$ cat config.mk
export PLATFORM = sky130hd
export DESIGN_NAME = moving_object_pool
export DESIGN_NICKNAME = d
export VERILOG_FILES = /design/src/design/mop_pkg.sv /design/src/design/mop_ram.sv /design/src/design/mop_cfg.sv /design/src/design/mop_dp.sv /design/src/design/mop_ctrl.sv /design/src/design/moving_object_pool.sv
export SDC_FILE = /design/constraint.sdc
export NUM_CORES = 2
export LEC_CHECK = 0
export ABC_AREA = 1
export BUFFER_PORTS_ARGS = -buffer_cell sky130_fd_sc_hd__buf_2
export CORE_MARGIN = 5
export CORE_UTILIZATION = 50
export CTS_BUF_LIST = sky130_fd_sc_hd__clkbuf_4
export DETAILED_ROUTE_END_ITERATION = 8
export GPL_ROUTABILITY_DRIVEN = 0
export PLACE_DENSITY = 0.75
export RECOVER_POWER = 25
export SLEW_MARGIN = 10
export SYNTH_ARGS = -nofsm -noshare
export SYNTH_HDL_FRONTEND = slang
export SYNTH_SLANG_ARGS = --single-unit
$ cat constraint.sdc
create_clock -name clk -period 9.38 [get_ports clk]
set_input_delay 0.469 -clock clk [delete_from_list [all_inputs] [get_ports clk]]
set_output_delay 0.469 -clock clk [all_outputs]
set_load 0.05 [all_outputs]
$ cat src/design/mop_pkg.sv
`default_nettype none
package mop_pkg;

	// Field widths fixed by the interface.
	localparam int POS_W   = 16;
	localparam int DMG_W   = 8;
	localparam int OWN_W   = 2;
	localparam int KIND_W  = 4;
	localparam int SLOT_W  = 4;
	localparam int FUNC_W  = 2;
	localparam int EV_W    = 3;
	localparam int SCR_W   = 15;
	localparam int SPR_W   = 8;

	localparam int IN_DATA_W  = 80;
	localparam int OUT_DATA_W = 56;

	// Command codes carried in the input tuser.
	localparam logic [FUNC_W-1:0] FN_SPAWN   = 2'd0;
	localparam logic [FUNC_W-1:0] FN_TICK    = 2'd1;
	localparam logic [FUNC_W-1:0] FN_RELEASE = 2'd2;

	// Configuration register indexes (byte address is 4 times the index).
	localparam logic [1:0] REG_SCREEN_RIGHT  = 2'd0;
	localparam logic [1:0] REG_SCREEN_BOTTOM = 2'd1;
	localparam logic [1:0] REG_SPRITE_WIDTH  = 2'd2;
	localparam logic [1:0] REG_SPRITE_HEIGHT = 2'd3;

	localparam logic [SCR_W-1:0] RST_SCREEN_RIGHT  = 15'd320;
	localparam logic [SCR_W-1:0] RST_SCREEN_BOTTOM = 15'd224;
	localparam logic [SPR_W-1:0] RST_SPRITE_WIDTH  = 8'd8;
	localparam logic [SPR_W-1:0] RST_SPRITE_HEIGHT = 8'd8;

	typedef enum logic [EV_W-1:0] {
		EV_SPAWNED  = 3'd0,
		EV_FULL     = 3'd1,
		EV_MOVED    = 3'd2,
		EV_RELEASED = 3'd3,
		EV_DONE     = 3'd4
	} event_t;

	// Where the payload of an emitted result comes from.
	typedef enum logic [1:0] {
		SRC_ZERO,
		SRC_CMD,
		SRC_SUM,
		SRC_RAM
	} src_t;

	// One stored object; x sits in the low bits, matching the request tdata.
	typedef struct packed {
		logic [KIND_W-1:0] kind;
		logic [OWN_W-1:0]  owner;
		logic [DMG_W-1:0]  damage;
		logic [POS_W-1:0]  vy;
		logic [POS_W-1:0]  vx;
		logic [POS_W-1:0]  y;
		logic [POS_W-1:0]  x;
	} obj_t;

	// One result payload, slot in the low bits.
	typedef struct packed {
		logic [KIND_W-1:0] kind;
		logic [OWN_W-1:0]  owner;
		logic [DMG_W-1:0]  damage;
		logic [POS_W-1:0]  y;
		logic [POS_W-1:0]  x;
		logic [SLOT_W-1:0] slot;
	} res_t;

	typedef struct packed {
		logic [SCR_W-1:0] screen_right;
		logic [SCR_W-1:0] screen_bottom;
		logic [SPR_W-1:0] sprite_width;
		logic [SPR_W-1:0] sprite_height;
	} cfg_t;

	// Controller to datapath.
	typedef struct packed {
		logic   load;
		logic   idx_clr;
		logic   idx_inc;
		logic   rd;
		logic   sum_ld;
		logic   spawn_wr;
		logic   move_wr;
		logic   act_set;
		logic   act_clr;
		logic   emit;
		event_t ev;
		src_t   src;
	} cmd_t;

	// Datapath to controller.
	typedef struct packed {
		logic [FUNC_W-1:0] func;
		logic              active_cur;
		logic              idx_last;
		logic              out_free;
		logic              outside;
	} sts_t;

endpackage
`default_nettype wire

$ cat src/design/mop_ram.sv
`default_nettype none
module mop_ram #(
	parameter int WIDTH = 8,
	parameter int DEPTH = 16,
	parameter int AW    = (DEPTH > 1) ? $clog2(DEPTH) : 1
) (
	input  wire logic             clk,
	input  wire logic             we,
	input  wire logic [AW-1:0]    waddr,
	input  wire logic [WIDTH-1:0] wdata,
	input  wire logic             re,
	input  wire logic [AW-1:0]    raddr,
	output logic      [WIDTH-1:0] rdata
);

	logic [WIDTH-1:0] mem [DEPTH];

	always_ff @(posedge clk) begin
		if (we) begin
			mem[waddr] <= wdata;
		end
		if (re) begin
			rdata <= mem[raddr];
		end
	end

endmodule
`default_nettype wire

$ cat src/design/mop_cfg.sv
`default_nettype none
module mop_cfg (
	input  wire logic        clk,
	input  wire logic        arst_n,
	input  wire logic        psel,
	input  wire logic        penable,
	input  wire logic        pwrite,
	input  wire logic [3:0]  paddr,
	input  wire logic [31:0] pwdata,
	output logic      [31:0] prdata,
	output logic             pready,
	output mop_pkg::cfg_t    cfg
);
	import mop_pkg::*;

	cfg_t cfg_q;
	logic wr_en;

	assign pready = 1'b1;
	assign wr_en  = psel && penable && pwrite && pready;
	assign cfg    = cfg_q;

	always_ff @(posedge clk or negedge arst_n) begin
		if (!arst_n) begin
			cfg_q.screen_right  <= RST_SCREEN_RIGHT;
			cfg_q.screen_bottom <= RST_SCREEN_BOTTOM;
			cfg_q.sprite_width  <= RST_SPRITE_WIDTH;
			cfg_q.sprite_height <= RST_SPRITE_HEIGHT;
		end else if (wr_en) begin
			unique case (paddr[3:2])
				REG_SCREEN_RIGHT:  cfg_q.screen_right  <= pwdata[SCR_W-1:0];
				REG_SCREEN_BOTTOM: cfg_q.screen_bottom <= pwdata[SCR_W-1:0];
				REG_SPRITE_WIDTH:  cfg_q.sprite_width  <= pwdata[SPR_W-1:0];
				REG_SPRITE_HEIGHT: cfg_q.sprite_height <= pwdata[SPR_W-1:0];
				default: ;
			endcase
		end
	end

	always_comb begin
		prdata = '0;
		unique case (paddr[3:2])
			REG_SCREEN_RIGHT:  prdata = 32'(cfg_q.screen_right);
			REG_SCREEN_BOTTOM: prdata = 32'(cfg_q.screen_bottom);
			REG_SPRITE_WIDTH:  prdata = 32'(cfg_q.sprite_width);
			REG_SPRITE_HEIGHT: prdata = 32'(cfg_q.sprite_height);
			default:           prdata = '0;
		endcase
	end

endmodule
`default_nettype wire

$ cat src/design/mop_dp.sv
`default_nettype none
module mop_dp #(
	parameter int POOL_SLOTS = 16
) (
	input  wire logic                               clk,
	input  wire logic                               arst_n,
	input  wire mop_pkg::cfg_t                      cfg,
	input  wire mop_pkg::cmd_t                      cmd,
	output mop_pkg::sts_t                           sts,
	input  wire logic [mop_pkg::IN_DATA_W-1:0]      s_axis_tdata,
	input  wire logic [mop_pkg::FUNC_W-1:0]         s_axis_tuser,
	output logic                                    m_axis_tvalid,
	input  wire logic                               m_axis_tready,
	output logic      [mop_pkg::OUT_DATA_W-1:0]     m_axis_tdata,
	output logic      [mop_pkg::EV_W-1:0]           m_axis_tuser,
	output logic                                    m_axis_tlast
);
	import mop_pkg::*;

	localparam int IW    = (POOL_SLOTS > 1) ? $clog2(POOL_SLOTS) : 1;
	localparam int OBJ_W = $bits(obj_t);

	// Request capture.
	obj_t              req_q;
	logic [FUNC_W-1:0] func_q;

	logic [IW-1:0]         idx_q;
	logic [POOL_SLOTS-1:0] active_q;
	logic [POS_W-1:0]      sum_x_q;
	logic [POS_W-1:0]      sum_y_q;

	obj_t       rd_obj;
	logic [OBJ_W-1:0] rd_raw;
	obj_t       wr_obj;
	logic       ram_we;

	logic                  m_valid_q;
	res_t                  m_res_q;
	event_t                m_ev_q;
	res_t                  res_d;

	logic signed [POS_W:0] x_ext;
	logic signed [POS_W:0] y_ext;
	logic signed [POS_W:0] x_lo;
	logic signed [POS_W:0] y_lo;
	logic signed [POS_W:0] x_hi;
	logic signed [POS_W:0] y_hi;

	always_ff @(posedge clk) begin
		if (cmd.load) begin
			req_q  <= obj_t'(s_axis_tdata[OBJ_W-1:0]);
			func_q <= s_axis_tuser;
		end
		if (cmd.sum_ld) begin
			sum_x_q <= rd_obj.x + rd_obj.vx;
			sum_y_q <= rd_obj.y + rd_obj.vy;
		end
	end

	always_ff @(posedge clk or negedge arst_n) begin
		if (!arst_n) begin
			idx_q    <= '0;
			active_q <= '0;
		end else begin
			if (cmd.idx_clr) begin
				idx_q <= '0;
			end else if (cmd.idx_inc) begin
				idx_q <= idx_q + 1'b1;
			end
			if (cmd.act_set) begin
				active_q[idx_q] <= 1'b1;
			end else if (cmd.act_clr) begin
				active_q[idx_q] <= 1'b0;
			end
		end
	end

	// Object store: one write port for spawn and motion write-back, one read port.
	assign ram_we = cmd.spawn_wr || cmd.move_wr;
	assign rd_obj = obj_t'(rd_raw);

	always_comb begin
		wr_obj = rd_obj;
		if (cmd.spawn_wr) begin
			wr_obj = req_q;
		end else begin
			wr_obj.x = sum_x_q;
			wr_obj.y = sum_y_q;
		end
	end

	mop_ram #(
		.WIDTH(OBJ_W),
		.DEPTH(POOL_SLOTS)
	) u_ram (
		.clk  (clk),
		.we   (ram_we),
		.waddr(idx_q),
		.wdata(wr_obj),
		.re   (cmd.rd),
		.raddr(idx_q),
		.rdata(rd_raw)
	);

	// Window test on the freshly summed position; a bound itself is on screen.
	always_comb begin
		x_ext = $signed({sum_x_q[POS_W-1], sum_x_q});
		y_ext = $signed({sum_y_q[POS_W-1], sum_y_q});
		x_lo  = -$signed({1'b0, POS_W'(cfg.sprite_width)});
		y_lo  = -$signed({1'b0, POS_W'(cfg.sprite_height)});
		x_hi  = $signed({2'b00, cfg.screen_right});
		y_hi  = $signed({2'b00, cfg.screen_bottom});
	end

	// Result payload selection.
	always_comb begin
		res_d = '0;
		unique case (cmd.src)
			SRC_ZERO: res_d = '0;
			SRC_CMD: begin
				res_d.slot   = SLOT_W'(idx_q);
				res_d.x      = req_q.x;
				res_d.y      = req_q.y;
				res_d.damage = req_q.damage;
				res_d.owner  = req_q.owner;
				res_d.kind   = req_q.kind;
			end
			SRC_SUM: begin
				res_d.slot   = SLOT_W'(idx_q);
				res_d.x      = sum_x_q;
				res_d.y      = sum_y_q;
				res_d.damage = rd_obj.damage;
				res_d.owner  = rd_obj.owner;
				res_d.kind   = rd_obj.kind;
			end
			SRC_RAM: begin
				res_d.slot   = SLOT_W'(idx_q);
				res_d.x      = rd_obj.x;
				res_d.y      = rd_obj.y;
				res_d.damage = rd_obj.damage;
				res_d.owner  = rd_obj.owner;
				res_d.kind   = rd_obj.kind;
			end
			default: res_d = '0;
		endcase
	end

	// Output register.
	always_ff @(posedge clk or negedge arst_n) begin
		if (!arst_n) begin
			m_valid_q <= 1'b0;
		end else if (cmd.emit) begin
			m_valid_q <= 1'b1;
		end else if (m_axis_tready) begin
			m_valid_q <= 1'b0;
		end
	end

	always_ff @(posedge clk) begin
		if (cmd.emit) begin
			m_res_q <= res_d;
			m_ev_q  <= cmd.ev;
		end
	end

	assign m_axis_tvalid = m_valid_q;
	assign m_axis_tdata  = OUT_DATA_W'(m_res_q);
	assign m_axis_tuser  = m_ev_q;
	assign m_axis_tlast  = (m_ev_q == EV_DONE);

	always_comb begin
		sts.func       = func_q;
		sts.active_cur = active_q[idx_q];
		sts.idx_last   = (idx_q == IW'(POOL_SLOTS - 1));
		sts.out_free   = !m_valid_q || m_axis_tready;
		sts.outside    = (x_ext < x_lo) || (x_ext > x_hi) ||
		                 (y_ext < y_lo) || (y_ext > y_hi);
	end

	// A spawn only ever claims a free slot.
	a_spawn_free: assert property (@(posedge clk) disable iff (!arst_n)
		cmd.spawn_wr |-> !active_q[idx_q])
		else $error("spawn wrote into an active slot");

	// A claimed slot is active on the next cycle.
	a_set_sticks: assert property (@(posedge clk) disable iff (!arst_n)
		(cmd.act_set && !cmd.idx_inc && !cmd.idx_clr) |=> active_q[idx_q])
		else $error("slot claim was lost");

endmodule
`default_nettype wire

$ cat src/design/mop_ctrl.sv
`default_nettype none
module mop_ctrl (
	input  wire logic           clk,
	input  wire logic           arst_n,
	input  wire logic           s_axis_tvalid,
	output logic                s_axis_tready,
	input  wire mop_pkg::sts_t  sts,
	output mop_pkg::cmd_t       cmd
);
	import mop_pkg::*;

	typedef enum logic [2:0] {
		S_IDLE,
		S_DISP,
		S_SCAN,
		S_SEL,
		S_CALC,
		S_WB,
		S_REL,
		S_DONE
	} state_t;

	state_t state_q;
	state_t state_d;

	always_ff @(posedge clk or negedge arst_n) begin
		if (!arst_n) begin
			state_q <= S_IDLE;
		end else begin
			state_q <= state_d;
		end
	end

	always_comb begin
		state_d       = state_q;
		cmd           = '0;
		cmd.ev        = EV_DONE;
		cmd.src       = SRC_ZERO;
		s_axis_tready = 1'b0;
		unique case (state_q)
			S_IDLE: begin
				s_axis_tready = 1'b1;
				if (s_axis_tvalid) begin
					cmd.load    = 1'b1;
					cmd.idx_clr = 1'b1;
					state_d     = S_DISP;
				end
			end
			S_DISP: begin
				priority if (sts.func == FN_SPAWN) begin
					state_d = S_SCAN;
				end else if (sts.func == FN_TICK || sts.func == FN_RELEASE) begin
					state_d = S_SEL;
				end else begin
					state_d = S_DONE;
				end
			end
			S_SCAN: begin
				priority if (!sts.active_cur) begin
					if (sts.out_free) begin
						cmd.spawn_wr = 1'b1;
						cmd.act_set  = 1'b1;
						cmd.emit     = 1'b1;
						cmd.ev       = EV_SPAWNED;
						cmd.src      = SRC_CMD;
						state_d      = S_DONE;
					end
				end else if (sts.idx_last) begin
					if (sts.out_free) begin
						cmd.emit = 1'b1;
						cmd.ev   = EV_FULL;
						cmd.src  = SRC_ZERO;
						state_d  = S_DONE;
					end
				end else begin
					cmd.idx_inc = 1'b1;
				end
			end
			S_SEL: begin
				priority if (sts.active_cur) begin
					cmd.rd  = 1'b1;
					state_d = (sts.func == FN_TICK) ? S_CALC : S_REL;
				end else if (sts.idx_last) begin
					state_d = S_DONE;
				end else begin
					cmd.idx_inc = 1'b1;
				end
			end
			S_CALC: begin
				cmd.sum_ld = 1'b1;
				state_d    = S_WB;
			end
			S_WB: begin
				if (sts.out_free) begin
					cmd.move_wr = 1'b1;
					cmd.act_clr = sts.outside;
					cmd.emit    = 1'b1;
					cmd.ev      = sts.outside ? EV_RELEASED : EV_MOVED;
					cmd.src     = SRC_SUM;
					cmd.idx_inc = !sts.idx_last;
					state_d     = sts.idx_last ? S_DONE : S_SEL;
				end
			end
			S_REL: begin
				if (sts.out_free) begin
					cmd.act_clr = 1'b1;
					cmd.emit    = 1'b1;
					cmd.ev      = EV_RELEASED;
					cmd.src     = SRC_RAM;
					cmd.idx_inc = !sts.idx_last;
					state_d     = sts.idx_last ? S_DONE : S_SEL;
				end
			end
			S_DONE: begin
				if (sts.out_free) begin
					cmd.emit = 1'b1;
					cmd.ev   = EV_DONE;
					cmd.src  = SRC_ZERO;
					state_d  = S_IDLE;
				end
			end
			default: state_d = S_IDLE;
		endcase
	end

	// A result is only loaded when the output register can take it.
	a_emit_free: assert property (@(posedge clk) disable iff (!arst_n)
		cmd.emit |-> sts.out_free)
		else $error("result overwrote a pending result");

	// The done result closes every command and the block is ready again.
	a_done_idle: assert property (@(posedge clk) disable iff (!arst_n)
		(cmd.emit && cmd.ev == EV_DONE) |=> state_q == S_IDLE)
		else $error("done result did not end the command");

	// The slot walk never steps past the last slot.
	a_idx_bound: assert property (@(posedge clk) disable iff (!arst_n)
		cmd.idx_inc |-> !sts.idx_last)
		else $error("slot index stepped past the pool");

endmodule
`default_nettype wire

$ cat src/design/moving_object_pool.sv
// Sequence: a request is taken in idle and goes through dispatch; spawn then scans the slots
//   up to the first free one (all of them when full), tick visits each slot and reads, sums
//   and writes back each active one, and release-all reads and frees each active slot.
//   The done result follows the last slot result; no new request is taken until it is loaded.
// Reset: arst_n clears the pool (all slots free), the controller and the output valid.
`default_nettype none
module moving_object_pool #(
	parameter int POOL_SLOTS = 16
) (
	input  wire logic        clk,
	input  wire logic        arst_n,

	// Request stream.
	input  wire logic        s_axis_tvalid,
	output logic             s_axis_tready,
	// [15:0] start_x, [31:16] start_y, [47:32] speed_x, [63:48] speed_y,
	// [71:64] hit_damage, [73:72] owner_tag, [77:74] kind_tag, [79:78] zero
	input  wire logic [mop_pkg::IN_DATA_W-1:0]  s_axis_tdata,
	// [1:0] func
	input  wire logic [mop_pkg::FUNC_W-1:0]     s_axis_tuser,

	// Result stream.
	output logic             m_axis_tvalid,
	input  wire logic        m_axis_tready,
	// [3:0] slot, [19:4] pos_x, [35:20] pos_y, [43:36] obj_damage,
	// [45:44] obj_owner, [49:46] obj_kind, [55:50] zero
	output logic [mop_pkg::OUT_DATA_W-1:0]      m_axis_tdata,
	// [2:0] event_res
	output logic [mop_pkg::EV_W-1:0]            m_axis_tuser,
	// last
	output logic             m_axis_tlast,

	// Configuration port.
	input  wire logic        psel,
	input  wire logic        penable,
	input  wire logic        pwrite,
	input  wire logic [3:0]  paddr,
	input  wire logic [31:0] pwdata,
	output logic      [31:0] prdata,
	output logic             pready
);
	import mop_pkg::*;

	// The configuration block holds the screen window and sprite margins, which the datapath
	// reads directly; the user must change them only while no request is in flight (not enforced).
	cfg_t cfg;
	// The controller walks the slots and issues one command word per cycle; the
	// datapath answers with a status word about the current slot and the output side.
	cmd_t cmd;
	sts_t sts;

	mop_cfg u_cfg (
		.clk    (clk),
		.arst_n (arst_n),
		.psel   (psel),
		.penable(penable),
		.pwrite (pwrite),
		.paddr  (paddr),
		.pwdata (pwdata),
		.prdata (prdata),
		.pready (pready),
		.cfg    (cfg)
	);

	// The controller accepts a request only from idle. Spawn scans for the first free
	// slot; tick reads each active slot, sums velocity into position in a registered
	// step, then tests the window and writes back; release-all reads and frees each
	// active slot. Every emit waits until the output register is empty or being taken.
	mop_ctrl u_ctrl (
		.clk          (clk),
		.arst_n       (arst_n),
		.s_axis_tvalid(s_axis_tvalid),
		.s_axis_tready(s_axis_tready),
		.sts          (sts),
		.cmd          (cmd)
	);

	// The datapath owns the request register, the slot index, the active bits, the
	// object memory, the motion adders with the window compare and the output register.
	mop_dp #(
		.POOL_SLOTS(POOL_SLOTS)
	) u_dp (
		.clk          (clk),
		.arst_n       (arst_n),
		.cfg          (cfg),
		.cmd          (cmd),
		.sts          (sts),
		.s_axis_tdata (s_axis_tdata),
		.s_axis_tuser (s_axis_tuser),
		.m_axis_tvalid(m_axis_tvalid),
		.m_axis_tready(m_axis_tready),
		.m_axis_tdata (m_axis_tdata),
		.m_axis_tuser (m_axis_tuser),
		.m_axis_tlast (m_axis_tlast)
	);

endmodule
`default_nettype wire
==> qor.txt <==
Non-Filler Instances: 7509
dpl cells: 6695
Die Ht: 365.8 um
total negative slack: 0 ns
max cap viols: 7
Die Width: 365.8 um
Port Buffers: 174
CP max FO: 143
final hold viol count: 0
worst-margin pin slew: 4.429 ns
Slew HR: -195.3%
RSZ-0062 raised after global routing: no
DRT antenna net count: 0
fmax: 0.1491 GHz
Tcrit/Tclk final: 71.51%
fin crit period: 6.708 ns
Fillers: 9712
row count: 130
global-route wire length before repair: 258000 um
Syn Inst Count: 5051
DP HPWL: 91330 um
sequential fraction of the synthesis area: 73.51%
Starting Density: 50.35%
worst hold path type: primary input to register
first-pass iteration count of the detailed router: 8
CTS Buffer Depth: 4
Setup crit end kind: register
synthesized area: 0.06331 mm^2
synth warn: 0
Worst-Skew Late Latency: 1.31 ns
Setup WS pre-CTS: 4.378 ns
critical path class: register to register
Total Routing Usage GR: 25.27%
# IOs: 220
post-synth cell types: 46
design area: 0.07215 mm^2
clock skew: 0.09909 ns
DIE AREA: 0.1338 mm^2
status: finished with violations
register area: 0.04654 mm^2
Nets: 5852
CP startpoint kind: register
slowest cell on the critical path: dfrtp_1
H-tree level count: 5
delay of the slowest critical-path stage: 1.39 ns
vias in the first global route: 43019
final setup fails: 0
largest net degree at the start of global routing: 225
Avg Cell Area, Syn: 12.53 um^2
CTS buffer count: 386
Overflow after GRT: 0
# clock sinks: 1561
Max rail drop VDD: 0.0002816 V
layout cells sized above 1: 12.98%
Initial DRC Count: 5484
overall routed net length: 173900 um
pwr/cell area: 311.0 mW/mm^2
Buf/Inv on CP: 4
routed vias/inst: 5.888
Final WS setup: 2.672 ns
CTS tree: yes
Layout area overhead: 13.97%
via count: 44216
DR WL/cell: 23.16 um
leakage power: 25.30 nW
CORE AREA: 0.1257 mm^2
worst path cell trace: inv_8, nor2_1, o21ai_1, nand2_1, nand2_1, nand2_1, nor2_1, nand3_1, nand2_1, inv_1, nor2_4, buf_4, buf_4
Top cell by count, worst path: nand2_1
Synth Register Bits: 1561
CTS root buf: clkbuf_4
Worst Path Required: 10.20 ns
Post-CTS Setup Inserts: 0
initial antenna violation count: 9
area of the multi-input gates: 0.01490 mm^2
Post-DP Area: 0.06600 mm^2
critical path's top delay family: buffers and inverters
Reg clk slew, reported paths: 0.07 ns
failing checks: DRC, capacitance limit, slew limit
drt drc: 2
CP arrival: 7.53 ns
fin. max-slew vios: 402
-- final timing paths --
path | from | end | slack [ns] | depth (start not counted)
max reg2reg | u_dp.idx_q[1] | u_dp.u_ram.mem[15][16] | 2.67 | 13
min reg2reg | register | register | 0.47 | 2
min in group asynchronous | arst_n | u_cfg.cfg[9] | 1.82 | 4
min | pwdata[0] | u_cfg.cfg[31] | 0.15 | 4
max in group asynchronous | arst_n | u_dp.idx_q[0] | 4.70 | 4
max | u_dp.idx_q[1] | u_dp.u_ram.mem[15][16] | 2.67 | 13
-- cells by family (layout without fill, tap and decap cells) --
group	after synthesis	count (layout)	synth area share, %
and+or+nand+nor	1643	1643	10.30
AOI/OAI and AO/OA	1205	1205	10.39
xor gates and xnor gates	41	41	0.5672
other	2	35	0.01186
buffers and inverters	497	1272	3.192
adders and majority gates	102	102	2.040
DFF	1561	1561	73.51
-- cells in the final DEF, fill, tap and decap left out, types with 7 or more instances in the layout --
cell type	instances
nor3_1	21
buf_2	89
nor2_1	713
edfxtp_1	1491
dlygate4sd3_1	192
xor2_1	31
o211ai_1	27
conb_1	24
nand4_1	84
a21oi_1	60
o21ai_0	760
o22ai_1	323
dfrtp_1	62
o21ai_1	9
nand2_1	766
xnor2_1	10
dfstp_2	7
clkbuf_4	539
inv_1	186
clkinv_1	60
nand3_1	35
ha_1	100
diode_2	11
nor3_2	10
clkbuf_1	100
buf_4	85
-- metrics by stage --
stage / util, % / power [mW] / hold WS, ns
floorplan: - / 14.74 / 0.1734
global placement: 52.49 / 16.86 / 0.4540
detailed placement: 52.49 / 17.10 / 0.4537
CTS: 57.55 / 22.40 / 0.01089
global route: 57.38 / 23.58 / 0.06326
finish: 57.38 / 22.44 / 0.1538
-- routing by layer --
metal | part of all wire (%) | vias to the layer above | global-route usage, %
met4 | 4.1 | 4 | 11.19
met3 | 12 | 437 | 6.171
li1 | - | 19623 | -
met2 | 47 | 2926 | 40.96
met1 | 36 | 21226 | 32.60
met5 | 0.015 | - | 0
-- worst reg2reg max path, delay by kind of cell, from the launching register on --
family / cells / cell delay (ns)
flops: 1 / 1.39
compound gates: 1 / 0.12
buf+inv: 4 / 2.92
simple gates: 8 / 1.81
-- cells in the mapped netlist (all sizes together) --
library cell     n  area, um^2
o22ai          323        2021
fa               2       40.04
a21boi           4       30.03
xor2            31       271.5
o211ai          27       202.7
clkbuf         230       864.6
dfstp            7       183.9
o31ai            4       30.03
conb             2       7.510
a211oi           1       7.510
and3             1       6.260
nor4             2       12.51
nand3           36       197.7
o2111ai          2       17.52
nand4           84       525.5
o221ai           3       26.28
edfxtp        1491       44770
inv            192       723.2
nor2           719        2706
o21a             3       22.52
o311ai           1       8.760
buf             75       432.9
nor3            31       155.2
a21oi           60       300.3
ha             100        1251
dfrtp           63        1577
o21ai          769        3849
nand2          766        2885
nand3b           3       22.52
nor3b            1       7.510
a31oi            1       6.260
xnor2           10       87.58
a22o             1       8.760
a21o             6       45.04
-- flip-flops by register name, summed over array words and instances (netlist names), named ones only --
| name | count |
|---|---|
| u_dp.u_ram.mem | 1248 |
| u_dp.m_axis_tvalid | 1 |
| u_dp.m_axis_tuser | 3 |
| u_dp.u_ram.rdata | 78 |
| u_ctrl.state_q | 3 |
| u_dp.sum_x_q | 16 |
| u_cfg.cfg | 46 |
| u_dp.func_q | 2 |
| u_dp.sum_y_q | 16 |
| u_dp.idx_q | 4 |
| u_dp.m_axis_tdata | 50 |
| u_dp.req_q | 78 |
-- power by group --
part / internal (mW) / switching (mW) / total (mW)
Combinational: 1.84 / 5.38 / 7.23
Clock: 2.72 / 2.56 / 5.28
Sequential: 9.42 / 0.507 / 9.93
Total: 14.0 / 8.45 / 22.4
-- final cells by class --
cell class / instances / share of cell area [%]
clock buffer: 539 / 5.608
sequential: 1561 / 64.50
antenna: 11 / 0.03815
clock inverter: 72 / 0.5428
tap: 1650 / 2.861
timing repair buffer: 469 / 4.769
inverter: 192 / 1.028
multi-input combinational: 3015 / 20.65
-- repair_timing --
item                       4_1_cts  5_1_grt
hold buffers                   192        0
setup endpoints to repair        0        0
hold endpoints to repair       229        0
gates resized for setup          0        0
Note: power is estimated with default switching activity, not from simulation.
